File: src/rtl/lsoa_pkg.sv
// Types, codes and constants of the lidar sector obstacle avoider.
// No dependencies; used by the top level and its checker.
`default_nettype none

package lsoa_pkg;

    localparam int RANGE_BITS_DEF = 16;
    localparam int TIMER_BITS_DEF = 8;

    localparam int FIELD_W     = 16;   // range and threshold fields
    localparam int START_W     = 13;
    localparam int STEP_W      = 10;
    localparam int TICKS_W     = 8;
    localparam int ANGLE_W     = 16;
    localparam int CFG_INDEX_W = 3;
    localparam int CFG_DATA_W  = 16;
    localparam int S_TDATA_W   = 24;
    localparam int M_TDATA_W   = 8;
    localparam int MIN_INIT_MM = 2000;

    localparam logic [FIELD_W-1:0] VALID_MIN_RST   = 16'd100;
    localparam logic [FIELD_W-1:0] VALID_MAX_RST   = 16'd30000;
    localparam logic [FIELD_W-1:0] CLEAR_RST       = 16'd1150;
    localparam logic [FIELD_W-1:0] FRONT_DELTA_RST = 16'd150;
    localparam logic [START_W-1:0] START_ANGLE_RST = 13'h13BA; // -3142
    localparam logic [STEP_W-1:0]  ANGLE_STEP_RST  = 10'd10;
    localparam logic [TICKS_W-1:0] ESCAPE_RST      = 8'd30;
    localparam logic [TICKS_W-1:0] AVOID_RST       = 8'd10;

    typedef enum logic [1:0] {
        ROBOT_DRIVING  = 2'd0,
        ROBOT_AVOIDING = 2'd1,
        ROBOT_ESCAPING = 2'd2,
        ROBOT_MANUAL   = 2'd3
    } robot_mode_t;

    typedef enum logic [1:0] {
        KIND_SAMPLE = 2'd0,
        KIND_TICK   = 2'd1,
        KIND_MANUAL = 2'd2
    } item_kind_t;

    typedef enum logic [CFG_INDEX_W-1:0] {
        REG_VALID_MIN   = 3'd0,
        REG_VALID_MAX   = 3'd1,
        REG_CLEAR       = 3'd2,
        REG_FRONT_DELTA = 3'd3,
        REG_START_ANGLE = 3'd4,
        REG_ANGLE_STEP  = 3'd5,
        REG_ESCAPE      = 3'd6,
        REG_AVOID       = 3'd7
    } cfg_reg_t;

    localparam logic [2:0] CLASS_CLEAR = 3'd0;
    localparam logic [2:0] CLASS_FRONT = 3'd1;
    localparam logic [2:0] CLASS_RIGHT = 3'd2;
    localparam logic [2:0] CLASS_LEFT  = 3'd3;
    localparam logic [2:0] CLASS_NONE  = 3'd4;

    localparam logic [1:0] TURN_NONE = 2'b00;
    localparam logic [1:0] TURN_CCW  = 2'b01;
    localparam logic [1:0] TURN_CW   = 2'b11;

    // Input item payload, lowest bits last in the declaration.
    typedef struct packed {
        logic [S_TDATA_W-FIELD_W-3:0] pad;
        logic                         key_moving;
        logic                         range_valid;
        logic [FIELD_W-1:0]           range_mm;
    } in_data_t;

    // Result item payload, lowest bits last in the declaration.
    typedef struct packed {
        logic [2:0]  obstacle_class;
        logic        drive_forward;
        logic [1:0]  turn_direction;
        robot_mode_t robot_mode;
    } result_t;

endpackage

`default_nettype wire

File: src/rtl/lidar_sector_obstacle_avoider.sv
// Lidar sector obstacle avoider: per-side minimum tracking, scan
// classification and a timed-rotation mode machine. Depends on lsoa_pkg.
//
// Usage:
//   s_ channel: one item per handshake. s_tuser is the item kind (sample,
//   tick, manual event), s_tlast marks the final sample of a scan and
//   s_tdata carries range, range-valid flag and manual key state.
//   m_ channel: exactly one result item per input item, in order: robot
//   mode, turn command, forward flag and the scan class (4 = none).
//   cfg_ channel: register writes, always ready. Write
//   only while no item is in flight; writing the start angle also reloads
//   the angle accumulator.
// Result: registered; one item per cycle while s_tready is high. The whole
//   item update (threshold compares, minimum update, angle add,
//   classification, mode and timer update) sits between the state registers
//   and the result register.
// Stall: a two-entry output stage (result register plus skid) keeps the
//   input ready while one result waits; s_tready drops only when both hold.
// Reset: synchronous, active low. Config registers return to their defaults,
//   mode goes to driving, minima to 2000 mm, timer and turn clear, the
//   accumulator loads the start angle and the output stage empties.
`default_nettype none

module lidar_sector_obstacle_avoider #(
    parameter int RANGE_BITS = lsoa_pkg::RANGE_BITS_DEF,
    parameter int TIMER_BITS = lsoa_pkg::TIMER_BITS_DEF
) (
    input  wire logic                             aclk,
    input  wire logic                             aresetn,
    // Input item channel
    input  wire logic                             s_tvalid,
    output logic                                  s_tready,
    // s_tdata from bit 0: range_mm[15:0], range_valid, key_moving, zero pad
    input  wire logic [lsoa_pkg::S_TDATA_W-1:0]   s_tdata,
    // s_tuser from bit 0: kind[1:0]
    input  wire logic [1:0]                       s_tuser,
    input  wire logic                             s_tlast,   // last_sample
    // Result item channel
    output logic                                  m_tvalid,
    input  wire logic                             m_tready,
    // m_tdata from bit 0: robot_mode[1:0], turn_direction[1:0],
    // drive_forward, obstacle_class[2:0]
    output logic [lsoa_pkg::M_TDATA_W-1:0]        m_tdata,
    // Configuration write channel
    input  wire logic                             cfg_valid,
    output logic                                  cfg_ready,
    input  wire logic [lsoa_pkg::CFG_INDEX_W-1:0] cfg_index,
    input  wire logic [lsoa_pkg::CFG_DATA_W-1:0]  cfg_data
);
    import lsoa_pkg::*;

    // Compare width covers both the range registers and the 16-bit thresholds.
    localparam int CMP_W = (RANGE_BITS > FIELD_W) ? RANGE_BITS : FIELD_W;
    localparam int RANGE_FULL = (2 ** RANGE_BITS) - 1;
    localparam logic [RANGE_BITS-1:0] MIN_INIT =
        RANGE_BITS'((RANGE_FULL < MIN_INIT_MM) ? RANGE_FULL : MIN_INIT_MM);

    // Configuration registers
    logic [FIELD_W-1:0]    valid_min_reg, valid_max_reg, clear_reg, front_delta_reg;
    logic [START_W-1:0]    start_angle_reg;
    logic [STEP_W-1:0]     angle_step_reg;
    logic [TICKS_W-1:0]    escape_ticks_reg, avoid_ticks_reg;

    // Block state
    robot_mode_t           mode_reg, mode_next;
    logic [RANGE_BITS-1:0] left_min_reg, left_min_next;
    logic [RANGE_BITS-1:0] right_min_reg, right_min_next;
    logic [ANGLE_W-1:0]    angle_acc_reg, angle_acc_next;
    logic [TIMER_BITS-1:0] timer_reg, timer_next;
    logic [1:0]            rotate_dir_reg, rotate_dir_next;

    // Output stage
    result_t               out_reg, out_next, skid_reg, skid_next;
    logic                  out_valid_reg, out_valid_next;
    logic                  skid_valid_reg, skid_valid_next;

    in_data_t              in_data;
    logic                  accept;
    logic [RANGE_BITS-1:0] range_r;
    logic [CMP_W-1:0]      range_c;
    logic                  active;
    logic                  sample_ok;
    logic [RANGE_BITS-1:0] upd_left, upd_right;
    logic [RANGE_BITS-1:0] diff;
    logic [ANGLE_W-1:0]    start_ext;
    logic [TIMER_BITS-1:0] escape_t, avoid_t;
    logic [2:0]            cls;
    result_t               result;

    assign in_data   = in_data_t'(s_tdata);
    assign accept    = s_tvalid && s_tready;
    assign s_tready  = !skid_valid_reg;
    assign cfg_ready = 1'b1;
    assign m_tvalid  = out_valid_reg;
    assign m_tdata   = M_TDATA_W'(out_reg);

    assign range_r   = RANGE_BITS'(in_data.range_mm);
    assign range_c   = CMP_W'(range_r);
    assign start_ext = {{(ANGLE_W-START_W){start_angle_reg[START_W-1]}}, start_angle_reg};
    assign escape_t  = TIMER_BITS'(escape_ticks_reg);
    assign avoid_t   = TIMER_BITS'(avoid_ticks_reg);

    // Scans count only in driving or avoiding with no rotation running.
    assign active = ((mode_reg == ROBOT_DRIVING) || (mode_reg == ROBOT_AVOIDING))
                    && (timer_reg == '0);
    assign sample_ok = active && in_data.range_valid
                       && (range_c > CMP_W'(valid_min_reg))
                       && (range_c < CMP_W'(valid_max_reg));

    // Negative angle feeds the right side, positive the left, zero neither.
    always_comb begin
        upd_left  = left_min_reg;
        upd_right = right_min_reg;
        if (sample_ok) begin
            if (angle_acc_reg[ANGLE_W-1]) begin
                if (range_r < right_min_reg) begin
                    upd_right = range_r;
                end
            end else if (angle_acc_reg != '0) begin
                if (range_r < left_min_reg) begin
                    upd_left = range_r;
                end
            end
        end
    end

    assign diff = (upd_right > upd_left) ? (upd_right - upd_left) : (upd_left - upd_right);

    // Next state and result for the accepted item
    always_comb begin
        mode_next       = mode_reg;
        left_min_next   = left_min_reg;
        right_min_next  = right_min_reg;
        angle_acc_next  = angle_acc_reg;
        timer_next      = timer_reg;
        rotate_dir_next = rotate_dir_reg;
        cls             = CLASS_NONE;
        if (accept) begin
            unique case (item_kind_t'(s_tuser))
                KIND_SAMPLE: begin
                    left_min_next  = upd_left;
                    right_min_next = upd_right;
                    angle_acc_next = angle_acc_reg + ANGLE_W'(angle_step_reg);
                    if (s_tlast) begin
                        if (active) begin
                            if ((CMP_W'(upd_left) > CMP_W'(clear_reg))
                                    && (CMP_W'(upd_right) > CMP_W'(clear_reg))) begin
                                cls = CLASS_CLEAR;
                                if (mode_reg == ROBOT_AVOIDING) begin
                                    mode_next = ROBOT_DRIVING;
                                end
                            end else if (CMP_W'(diff) < CMP_W'(front_delta_reg)) begin
                                // Front: escape; a zero-length turn drives on at once.
                                cls        = CLASS_FRONT;
                                timer_next = escape_t;
                                if (escape_t == '0) begin
                                    mode_next       = ROBOT_DRIVING;
                                    rotate_dir_next = TURN_NONE;
                                end else begin
                                    mode_next       = ROBOT_ESCAPING;
                                    rotate_dir_next = TURN_CCW;
                                end
                            end else begin
                                mode_next  = ROBOT_AVOIDING;
                                timer_next = avoid_t;
                                if (upd_right < upd_left) begin
                                    cls             = CLASS_RIGHT;
                                    rotate_dir_next = (avoid_t == '0) ? TURN_NONE : TURN_CCW;
                                end else begin
                                    cls             = CLASS_LEFT;
                                    rotate_dir_next = (avoid_t == '0) ? TURN_NONE : TURN_CW;
                                end
                            end
                        end
                        // Rearm for the next scan
                        left_min_next  = MIN_INIT;
                        right_min_next = MIN_INIT;
                        angle_acc_next = start_ext;
                    end
                end
                KIND_TICK: begin
                    if (timer_reg != '0) begin
                        timer_next = timer_reg - 1'b1;
                        if (timer_reg == TIMER_BITS'(1)) begin
                            rotate_dir_next = TURN_NONE;
                            if (mode_reg == ROBOT_ESCAPING) begin
                                mode_next = ROBOT_DRIVING;
                            end
                        end
                    end
                end
                KIND_MANUAL: begin
                    mode_next       = in_data.key_moving ? ROBOT_MANUAL : ROBOT_DRIVING;
                    timer_next      = '0;
                    rotate_dir_next = TURN_NONE;
                end
                default: begin
                    // unused kind: hold everything
                end
            endcase
        end

        // A start angle write reloads the accumulator.
        if (cfg_valid && cfg_ready && (cfg_reg_t'(cfg_index) == REG_START_ANGLE)) begin
            angle_acc_next = {{(ANGLE_W-START_W){cfg_data[START_W-1]}},
                              cfg_data[START_W-1:0]};
        end

        result.robot_mode     = mode_next;
        result.turn_direction = (timer_next != '0) ? rotate_dir_next : TURN_NONE;
        result.drive_forward  = (mode_next == ROBOT_DRIVING) && (timer_next == '0);
        result.obstacle_class = cls;
    end

    // Output register plus skid entry
    always_comb begin
        out_next        = out_reg;
        out_valid_next  = out_valid_reg;
        skid_next       = skid_reg;
        skid_valid_next = skid_valid_reg;
        if (!out_valid_reg || m_tready) begin
            if (skid_valid_reg) begin
                out_next        = skid_reg;
                out_valid_next  = 1'b1;
                skid_valid_next = 1'b0;
            end else begin
                out_next       = result;
                out_valid_next = accept;
            end
        end else if (accept) begin
            skid_next       = result;
            skid_valid_next = 1'b1;
        end
    end

    always_ff @(posedge aclk) begin
        if (!aresetn) begin
            valid_min_reg    <= VALID_MIN_RST;
            valid_max_reg    <= VALID_MAX_RST;
            clear_reg        <= CLEAR_RST;
            front_delta_reg  <= FRONT_DELTA_RST;
            start_angle_reg  <= START_ANGLE_RST;
            angle_step_reg   <= ANGLE_STEP_RST;
            escape_ticks_reg <= ESCAPE_RST;
            avoid_ticks_reg  <= AVOID_RST;
            mode_reg         <= ROBOT_DRIVING;
            left_min_reg     <= MIN_INIT;
            right_min_reg    <= MIN_INIT;
            angle_acc_reg    <= {{(ANGLE_W-START_W){START_ANGLE_RST[START_W-1]}},
                                 START_ANGLE_RST};
            timer_reg        <= '0;
            rotate_dir_reg   <= TURN_NONE;
            out_valid_reg    <= 1'b0;
            skid_valid_reg   <= 1'b0;
        end else begin
            mode_reg       <= mode_next;
            left_min_reg   <= left_min_next;
            right_min_reg  <= right_min_next;
            angle_acc_reg  <= angle_acc_next;
            timer_reg      <= timer_next;
            rotate_dir_reg <= rotate_dir_next;
            out_valid_reg  <= out_valid_next;
            skid_valid_reg <= skid_valid_next;
            if (cfg_valid && cfg_ready) begin
                unique case (cfg_reg_t'(cfg_index))
                    REG_VALID_MIN:   valid_min_reg    <= cfg_data[FIELD_W-1:0];
                    REG_VALID_MAX:   valid_max_reg    <= cfg_data[FIELD_W-1:0];
                    REG_CLEAR:       clear_reg        <= cfg_data[FIELD_W-1:0];
                    REG_FRONT_DELTA: front_delta_reg  <= cfg_data[FIELD_W-1:0];
                    REG_START_ANGLE: start_angle_reg  <= cfg_data[START_W-1:0];
                    REG_ANGLE_STEP:  angle_step_reg   <= cfg_data[STEP_W-1:0];
                    REG_ESCAPE:      escape_ticks_reg <= cfg_data[TICKS_W-1:0];
                    REG_AVOID:       avoid_ticks_reg  <= cfg_data[TICKS_W-1:0];
                endcase
            end
        end
    end

    // Payload registers need no reset
    always_ff @(posedge aclk) begin
        out_reg  <= out_next;
        skid_reg <= skid_next;
    end

endmodule

`default_nettype wire

File: config.mk
export PLATFORM = sky130hd
export DESIGN_NAME = lidar_sector_obstacle_avoider
export DESIGN_NICKNAME = d
export VERILOG_FILES = /design/src/rtl/lsoa_pkg.sv /design/src/rtl/lidar_sector_obstacle_avoider.sv
export SDC_FILE = /design/constraint.sdc
export NUM_CORES = 1
export LEC_CHECK = 0
export BUFFER_PORTS_ARGS = -buffer_cell sky130_fd_sc_hd__buf_2
export CAP_MARGIN = 20
export CORE_MARGIN = 10
export CORE_UTILIZATION = 60
export DETAILED_ROUTE_END_ITERATION = 10
export PLACE_DENSITY = 0.78
export REMOVE_ABC_BUFFERS = 1
export SLEW_MARGIN = 20
export SYNTH_ARGS = -nofsm -noshare
export SYNTH_HDL_FRONTEND = slang
export SYNTH_SLANG_ARGS = --single-unit
File: constraint.sdc
create_clock -name aclk -period 8.5 [get_ports aclk]
set_input_delay 0.425 -clock aclk [delete_from_list [all_inputs] [get_ports aclk]]
set_output_delay 0.425 -clock aclk [all_outputs]
set_load 0.1 [all_outputs]
==> results of run 1 <==
cell families (layout without fill, tap and decap cells):
group	after synthesis	in the layout
AOI/OAI and AO/OA	470	470
xor gates and xnor gates	21	21
adders and majority gates	154	154
buffers and inverters	226	251
DFF	181	181
muxes	33	33
other	1	2
and+or+nand+nor	540	540
layout by cell type, fill, tap and decap left out, drive strengths merged, types with 17 or more instances in the layout:
cell / Yosys / layout
a21o: 78 / 78
a21oi: 176 / 176
buf: 9 / 83
clkbuf: 80 / 20
dfxtp: 165 / 165
ha: 151 / 151
inv: 136 / 142
mux2i: 24 / 24
nand2: 243 / 243
nand3: 35 / 35
nand4: 32 / 32
nor2: 93 / 93
nor2b: 17 / 17
nor3: 38 / 38
o211ai: 41 / 41
o21ai: 77 / 77
or4: 23 / 23
worst max-delay path, delay by kind of cell, from the launching register on:
kind,cells,cell delay (ns)
AO/OA/AOI/OAI,12,2.39
AND/OR/NAND/NOR,11,1.95
adder cells (fa/ha/maj),4,1.26
buffers and inverters,5,0.96
multiplexers,3,0.64
flip-flops,1,0.40
XOR/XNOR,1,0.09
power by group:
part / total [mW] / leakage (nW) / switching (mW) / internal (mW)
logic: 0.715 / 4.29 / 0.432 / 0.283
registers: 0.909 / 1.50 / 0.0188 / 0.891
clock network: 0.790 / 0.274 / 0.387 / 0.403
total: 2.41 / 6.06 / 0.837 / 1.58
cell type report:
class / count / area [µm²] / area share
multi-input combinational: 1219 / 8070 / 0.584
inverter: 137 / 515 / 0.0373
timing repair buffer: 83 / 526 / 0.0381
sequential: 181 / 3780 / 0.274
tap: 275 / 344 / 0.0249
clock buffer: 20 / 457 / 0.0331
antenna: 1 / 2.50 / 0.000181
clock inverter: 11 / 111 / 0.00806
metrics by stage:
step / area [µm²] / hold slack [ns] / utilization / setup WS, ns
3_5_place_dp: 13200 / 0.440 / 0.631 / 0.246
6_report: 13800 / 0.293 / 0.661 / 0.575
3_3_place_gp: 13200 / 0.431 / 0.631 / 0.447
5_1_grt: 13800 / 0.299 / 0.661 / 0.0863
2_1_floorplan: 12300 / 0.423 / - / -1.85
4_1_cts: 13800 / 0.282 / 0.659 / 0.168
layer usage:
layer  global-route usage  share of wire  up-vias
met5                    0              0        -
met4               0.0854          0.026        0
met3               0.0493          0.080       68
met2                0.423           0.46      454
met1                0.347           0.43     5601
li1                     -              -     5807
path summary, 6_finish.rpt:
kind / startpoint / to / slack [ns] / depth (start not counted)
worst max-delay path: timer_reg[0] / m_tdata[4] / 0.58 / 36
worst min-delay path: cfg_data[13] / clear_reg[13] / 0.29 / 3
worst max register to register: timer_reg[0] / m_tdata[4] / 0.58 / 36
worst min register to register: start_angle_reg[3] / start_angle_reg[3] / 0.45 / 2
timing repair:
action | 4_1_cts | 5_1_grt
buffers inserted | 0 | 3
gates resized for setup | 0 | 5
hold endpoints to repair | 0 | 0
setup endpoints to repair | 0 | 6
hold buffers | 0 | 0
==> flow_metrics.tcl, run 1 <==
set metrics [dict create \
    outcome "finished, final reports clean" \
    num_rows 53 \
    crit_fanout 23 \
    yosys.area.top_type_share 0.261 \
    grt_max_degree 56 \
    fill_cells 1833 \
    start_util 0.607 \
    routedWlPerCell_um 18.9 \
    clock_sinks 181 \
    hold_viol_final 0 \
    vias_per_cell 6.19 \
    synth_top_family_by_area "compound AO/OA/AOI/OAI gates" \
    grt_pass1_wl_um 57500 \
    timing.final.crit_share 0.932 \
    avgSynthCellArea_um2 7.80 \
    post-route-min-period_ns 7.92 \
    total_power_mw 2.41 \
    syn_to_final_growth_pct 8.92 \
    ys_types 77 \
    cts_tree "done" \
    cap_violations 0 \
    drc 0 \
    ys_seq_area_frac 0.298 \
    cp-end-kind "flip-flop" \
    dr.pass1.iters 6 \
    timing.final.max_slew_violations 0 \
    timing.slew.headroom 0.462 \
    synth_area_leader_cell "dfxtp_1" \
    final_cells 1927 \
    arrival_ns 8.12 \
    ys_seq_elements 181 \
    post-synth-top-count-cell "nand2_1" \
    dp_cells 1892 \
    synth.area.mux_share 0.0269 \
    post_synth_xor_area_fraction 0.0145 \
    insertion_delay_ns 0.44 \
    timing.fmax_mhz 126 \
    worst_setup_path_start_kind "flip-flop" \
    synth_cells 1626 \
    final.setup.tns_ns 0 \
    synthAdderAreaFrac 0.154 \
    dp_hpwl_um 26200 \
    boundaryPins 62 \
    ys_top_cells_by_count "242 x nand2_1, 176 x a21oi_1, 165 x dfxtp_1, 151 x ha_1, 135 x inv_1" \
    core_um2 20900 \
    p_leak_nw 6.06 \
    grt_pass1_vias 11043 \
    final_antenna_net_count 0 \
    synthSimpleGateAreaFrac 0.203 \
    clk_pin_slew_worst_paths_ns 0.08 \
    drive_gt1_frac 0.0866 \
    vias 11930 \
    synth-compound-area-share 0.234 \
    netlist_area_um2 12700 \
    hp-class "in -> reg" \
    crit_path_max_incr_delay_ns 0.49 \
    synth-edff-count 16 \
    cts.path.max_buffers 2 \
    rsz0062_at_grt "false" \
    ys_async_sr_fraction 0 \
    root_buffer "clkbuf_16" \
    die_y_um 165 \
    ys_top_cells_by_area "dfxtp_1 26%, ha_1 15%, nand2_1 7.2%" \
    grt_overflow 0 \
    worstPathRequired_ns 8.69 \
    yosysWarnings 0 \
    setup_violations 0 \
    ctsHtreeMaxLevel 4 \
    finalWirelength_um 36300 \
    grt_antenna_before_repair 1 \
    dieWidth_um 165 \
    synth_top_flop_cell "dfxtp_1" \
    cp_slowest_cell "or3b_1" \
    nets 1844 \
    crit_type "reg -> reg" \
    tightest_slew_ns 0.786 \
    drt_iter0_markers 1104 \
    power_density_nw_per_um2 175 \
    fin_skew_ns 0.0115 \
    ir_drop_uv 122 \
    routabilityCongestion 0.933 \
    cts_buffers 17 \
    port_buffers 54 \
    grt.total_usage 0.262 \
    die_area_um2 27300 \
]
Power figures use the tool's default switching activity.
==> run 2: changes to the inputs <==
ABC_AREA = 1   (was unset)
==> run 2 against run 1 <==
Design area fell by 1.2%; first-iteration DRC count fell by 2.5%; sequential share of layout area rose by 0.33 points; global-route usage fell by 0.24 points; non-clock buffer count fell by 19; largest cell class unchanged; largest power group unchanged; highest routed layer unchanged.
==> flow_metrics.tcl, run 2 <==
set metrics [dict create \
    cts_tree "done" \
    drive_gt1_frac 0.0800 \
    timing.fmax_mhz 137 \
    grt_pass1_vias 11338 \
    switching_power_uw 914 \
    drc 0 \
    dieWidth_um 165 \
    p_seq_frac 0.360 \
    timing.final.max_slew_violations 0 \
    final_core_util 0.668 \
    rsz0062_at_grt "false" \
    timing.slew.headroom 0.275 \
    antenna_cells 0 \
    r2r_setup_slack_ns 1.22 \
    clk_pin_slew_worst_paths_ns 0.07 \
    dp_hpwl_um 26300 \
    nets 2043 \
    yosys.area.top_type_share 0.263 \
    syn_to_final_growth_pct 8.53 \
    cap_violations 0 \
    clock_sinks 181 \
    layout_commonest_cell "nand2_1" \
    core_um2 20400 \
    cts_buffers 17 \
    fin_skew_ns 0.0137 \
    cp-end-kind "flip-flop" \
    ir_drop_uv 144 \
    final_cell_mix "428 x nand2_1, 255 x inv_1, 186 x a21oi_1, 165 x dfxtp_1, 151 x ha_1" \
    dr.pass1.iters 6 \
    final_area_um2 13600 \
    final_cells 2121 \
    port_buffers 54 \
    ctsHtreeMaxLevel 4 \
    synth_cells 1811 \
    post-route-min-period_ns 7.28 \
    crit_fanout 19 \
    num_rows 52 \
    boundaryPins 62 \
    root_buffer "clkbuf_16" \
    outcome "finished, final reports clean" \
    p_leak_nw 6.96 \
    hp-class "in -> reg" \
    yosysWarnings 0 \
    worst_setup_path_start_kind "flip-flop" \
    cpMostUsedCell "nand2_1" \
    die_y_um 165 \
    clockPowerShare 0.335 \
    grt_max_degree 61 \
    netlist_area_um2 12600 \
    p_sw_frac 0.361 \
    grt.total_usage 0.260 \
    ys_async_sr_fraction 0 \
    routedWlPerCell_um 16.6 \
    synth_area_leader_cell "dfxtp_1" \
    ys_seq_elements 181 \
    post-synth-top-count-cell "nand2_1" \
    arrival_ns 7.47 \
    final.setup.tns_ns 0 \
    cp_slowest_cell "nor2_2" \
    setup_violations 0 \
    avgSynthCellArea_um2 6.94 \
    grt_pass1_wl_um 56900 \
    pwr-share-comb 0.304 \
    start_util 0.615 \
    post_cts_buffers 0 \
    ys_top_cells_by_count "428 x nand2_1, 256 x inv_1, 186 x a21oi_1, 165 x dfxtp_1, 151 x ha_1" \
    holdBufCountCts 0 \
    drt_iter0_markers 1076 \
    power_density_nw_per_um2 186 \
    vias 12081 \
    synth-edff-count 16 \
    postCtsResizedCells 0 \
    final_antenna_net_count 0 \
    worstPathRequired_ns 8.69 \
    crit_type "reg -> reg" \
    dp_worst_setup_slack_ns 1.10 \
    tightest_slew_ns 1.08 \
    hold_viol_final 0 \
    p_int_mw 1.62 \
    cts.path.max_buffers 2 \
    fill_cells 1799 \
    synth_top_flop_cell "dfxtp_1" \
    setup_ws_ns 1.22 \
    vias_per_cell 5.70 \
    timing.final.crit_share 0.857 \
    routabilityCongestion 0.952 \
    place_area_um2 13000 \
    die_area_um2 27100 \
    ys_top_cells_by_area "dfxtp_1 26%, ha_1 15%, nand2_1 13%" \
    ys_types 55 \
    grt_antenna_before_repair 0 \
    grt_overflow 0 \
    ys_seq_area_frac 0.301 \
    dp_cells 2089 \
    insertion_delay_ns 0.44 \
    finalWirelength_um 35300 \
    crit_path_max_incr_delay_ns 0.41 \
]
-- run 2: cell types whose count changed in the layout (fill, tap and decap cells not counted), sizes merged, moves of 23 or more --
cell and change:
nand3 +65, nand2 +196, nor2 +30, inv +137, o21ai +62, a21o -75
or4 -23, nor3 -32
-- run 2: layout make-up --
cell class / instances / area (µm²) / area share
multi-input combinational: 1295 / 7500 / 0.550
tap: 270 / 338 / 0.0248
timing repair buffer: 64 / 345 / 0.0253
clock buffer: 18 / 429 / 0.0315
sequential: 181 / 3780 / 0.277
clock inverter: 14 / 194 / 0.0142
inverter: 279 / 1050 / 0.0769
-- run 2: cells by family after synthesis --
| group | synth area share |
|---|---|
| xor gates and xnor gates | 0.0174 |
| other | 0.000298 |
| adders and majority gates | 0.155 |
| and+or+nand+nor | 0.236 |
| buffers and inverters | 0.102 |
| AOI/OAI and AO/OA | 0.182 |
| DFF | 0.301 |
| muxes | 0.00577 |
-- run 2: final timing paths --
| kind | depth (start not counted) | to | startpoint |
|---|---|---|---|
| worst min-delay path | 3 | skid_valid_reg | s_tvalid |
| worst max-delay path | 44 | m_tdata[3] | timer_reg[1] |
| worst min register to register | 2 | start_angle_reg[8] | start_angle_reg[8] |
| worst max register to register | 44 | m_tdata[3] | timer_reg[1] |
-- run 2: through the flow --
stage | power, mW | hold WS, ns
final | 2.53 | 0.279
after global routing | 2.67 | 0.284
after floorplan | 1.49 | 0.424
after detailed placement | 1.69 | 0.438
after CTS | 2.53 | 0.264
after global placement | 1.67 | 0.433
-- run 2: worst max-delay path: cells and delay by family, from the launching register on --
| kind | cells | cell delay, ns |
|---|---|---|
| xor+xnor | 1 | 0.24 |
| compound gates | 7 | 1.00 |
| buf+inv | 5 | 0.52 |
| simple gates | 27 | 3.69 |
| fa+ha+maj | 4 | 1.19 |
| flops | 1 | 0.35 |
-- run 2: power by group through the flow --
stage / Clock, mW / Sequential [mW] / Combinational (mW)
global route: 0.890 / 0.915 / 0.865
floorplan: 0 / 0.957 / 0.531
finish: 0.849 / 0.912 / 0.771
CTS: 0.856 / 0.912 / 0.764
detailed placement: 0 / 0.931 / 0.759
global placement: 0 / 0.930 / 0.742
-- run 2: layer usage --
layer  part of all wire  track usage  vias to the layer above
li1                   -            -                     6029
met1               0.45        0.351                     5580
met2               0.44        0.410                      406
met3              0.074       0.0401                       66
met4              0.033        0.100                        0
met5                  0            0                        -
==> run 3: changes to the inputs <==
CORE_MARGIN = 2   (was 10)
CTS_BUF_LIST = sky130_fd_sc_hd__clkbuf_8   (was unset)
==> run 3 against run 2 <==
Non-clock buffer count stayed put; via count fell by 0.85%; core utilization decreased by 1.3 points; sequential power about the same; clock skew is 0.010 ns higher; power decreased by 11%; global-route usage is 5.6 points higher; critical path depth increased by 1; sequential cell count is the same; critical endpoint unchanged; largest power group unchanged.
==> flow_metrics.tcl, run 3 (synthesis results as in run 2) <==
set metrics [dict create \
    outcome "finished, final reports clean" \
    final_cell_mix "428 x nand2_1, 257 x inv_1, 186 x a21oi_1, 165 x dfxtp_1, 151 x ha_1" \
    cp_top_family "simple AND/OR/NAND/NOR gates" \
    final_area_um2 13400 \
    routedWlPerCell_um 16.1 \
    drt_iter0_markers 1080 \
    crit_path_max_incr_delay_ns 0.40 \
    crit_fanout 22 \
    port_buffers 54 \
    grt_antenna_before_repair 1 \
    cts.path.max_buffers 2 \
    drive_gt1_frac 0.0805 \
    core_um2 20400 \
    hp-class "in -> reg" \
    syn_to_final_growth_pct 6.40 \
    dp_hpwl_um 25700 \
    cpMostUsedCell "nand2_1" \
    ctsHtreeMaxLevel 4 \
    die_y_um 149 \
    grt_pass1_vias 10931 \
    dp_worst_setup_slack_ns 1.11 \
    rsz0062_at_grt "false" \
    boundaryPins 62 \
    timing.final.max_slew_violations 0 \
    final.setup.tns_ns 0 \
    layout_commonest_cell "nand2_1" \
    grt_overflow 0 \
    vias_per_cell 5.65 \
    routabilityCongestion 0.950 \
    timing.slew.headroom 0.376 \
    power_density_nw_per_um2 168 \
    root_buffer "clkbuf_8" \
    final_antenna_net_count 0 \
    ir_drop_uv 97.0 \
    grt_pass1_wl_um 55200 \
    fin_skew_ns 0.0237 \
    finalWirelength_um 34200 \
    cts_tree "done" \
    clock_sinks 181 \
    postCtsResizedCells 0 \
    crit-reg2reg-launch "timer_reg[0]" \
    worst_setup_path_start_kind "flip-flop" \
    cp_slowest_cell "fa_1" \
    vias 11978 \
    worstPathRequired_ns 8.76 \
    post_cts_buffers 0 \
    startpoint "timer_reg[0]" \
    cts_buffers 17 \
    grt.total_usage 0.316 \
    crit_type "reg -> reg" \
    place_area_um2 13000 \
    p_leak_nw 6.85 \
    grt_max_degree 59 \
    arrival_ns 7.66 \
    setup_violations 0 \
    worstHoldStart "s_tvalid" \
    antenna_cells 0 \
    cp-end-kind "flip-flop" \
    cap_violations 0 \
    holdBufCountCts 0 \
    critPathBufInv 6 \
    num_rows 52 \
    tightest_slew_ns 0.937 \
    start_util 0.615 \
    timing.final.crit_share 0.871 \
    clk_pin_slew_worst_paths_ns 0.11 \
    hold_viol_final 0 \
    setup_ws_ns 1.10 \
    dieWidth_um 149 \
    drc 0 \
    die_area_um2 22100 \
    timing.fmax_mhz 135 \
    dr.pass1.iters 5 \
    post-route-min-period_ns 7.40 \
    nets 2043 \
    total_power_mw 2.24 \
    insertion_delay_ns 0.50 \
]
[run 3: cell types whose count changed in the layout (fill, tap and decap cells not counted), moves of 2 or more]
cell / delta
clkbuf_8: +17
inv_4: +2
clkinv_1: -2
bufinv_16: -3
clkbuf_16: -17
clkinv_2: +2
inv_1: +2
[run 3: layout make-up]
cell class	count	area, µm²
clock buffers	17	234
clock inverters	15	121
fillers	1906	7050
inverters	279	1050
multi-input cells	1295	7500
flip-flops and latches	181	3780
well taps	270	338
repair buffers	64	345
[run 3: stage by stage]
step	util	std cells	hold WS, ns
after floorplan	-	1755	0.424
after global placement	0.637	2089	0.433
after detailed placement	0.637	2089	0.440
after CTS	0.655	2121	0.174
after global routing	0.655	2121	0.197
final	0.655	2121	0.190
[run 3: per-layer routing]
layer / wire length (µm) / GRT usage
met1: 15500 / 0.445
met3: 2760 / 0.0404
met4: 1010 / 0.107
met5: 0 / 0
met2: 14900 / 0.504
[run 3: final timing paths]
kind	slack, ns	end	cells past startpoint
hold / removal	0.19	skid_valid_reg	3
hold reg to reg	0.46	start_angle_reg[12]	2
setup reg to reg	1.10	m_tdata[3]	45
setup / recovery	1.10	m_tdata[3]	45
[run 3: where the power goes]
| part | internal, mW | switching [mW] | total [mW] | leakage (nW) |
|---|---|---|---|---|
| sequential | 0.894 | 0.0177 | 0.912 | 1.51 |
| combinational | 0.252 | 0.515 | 0.767 | 5.16 |
| clock | 0.210 | 0.354 | 0.564 | 0.189 |
[run 3: tightest hold or removal path, stage by stage]
cell,delay [ns]
buf_2,0.10
inv_2,0.06
a211oi_1,0.06
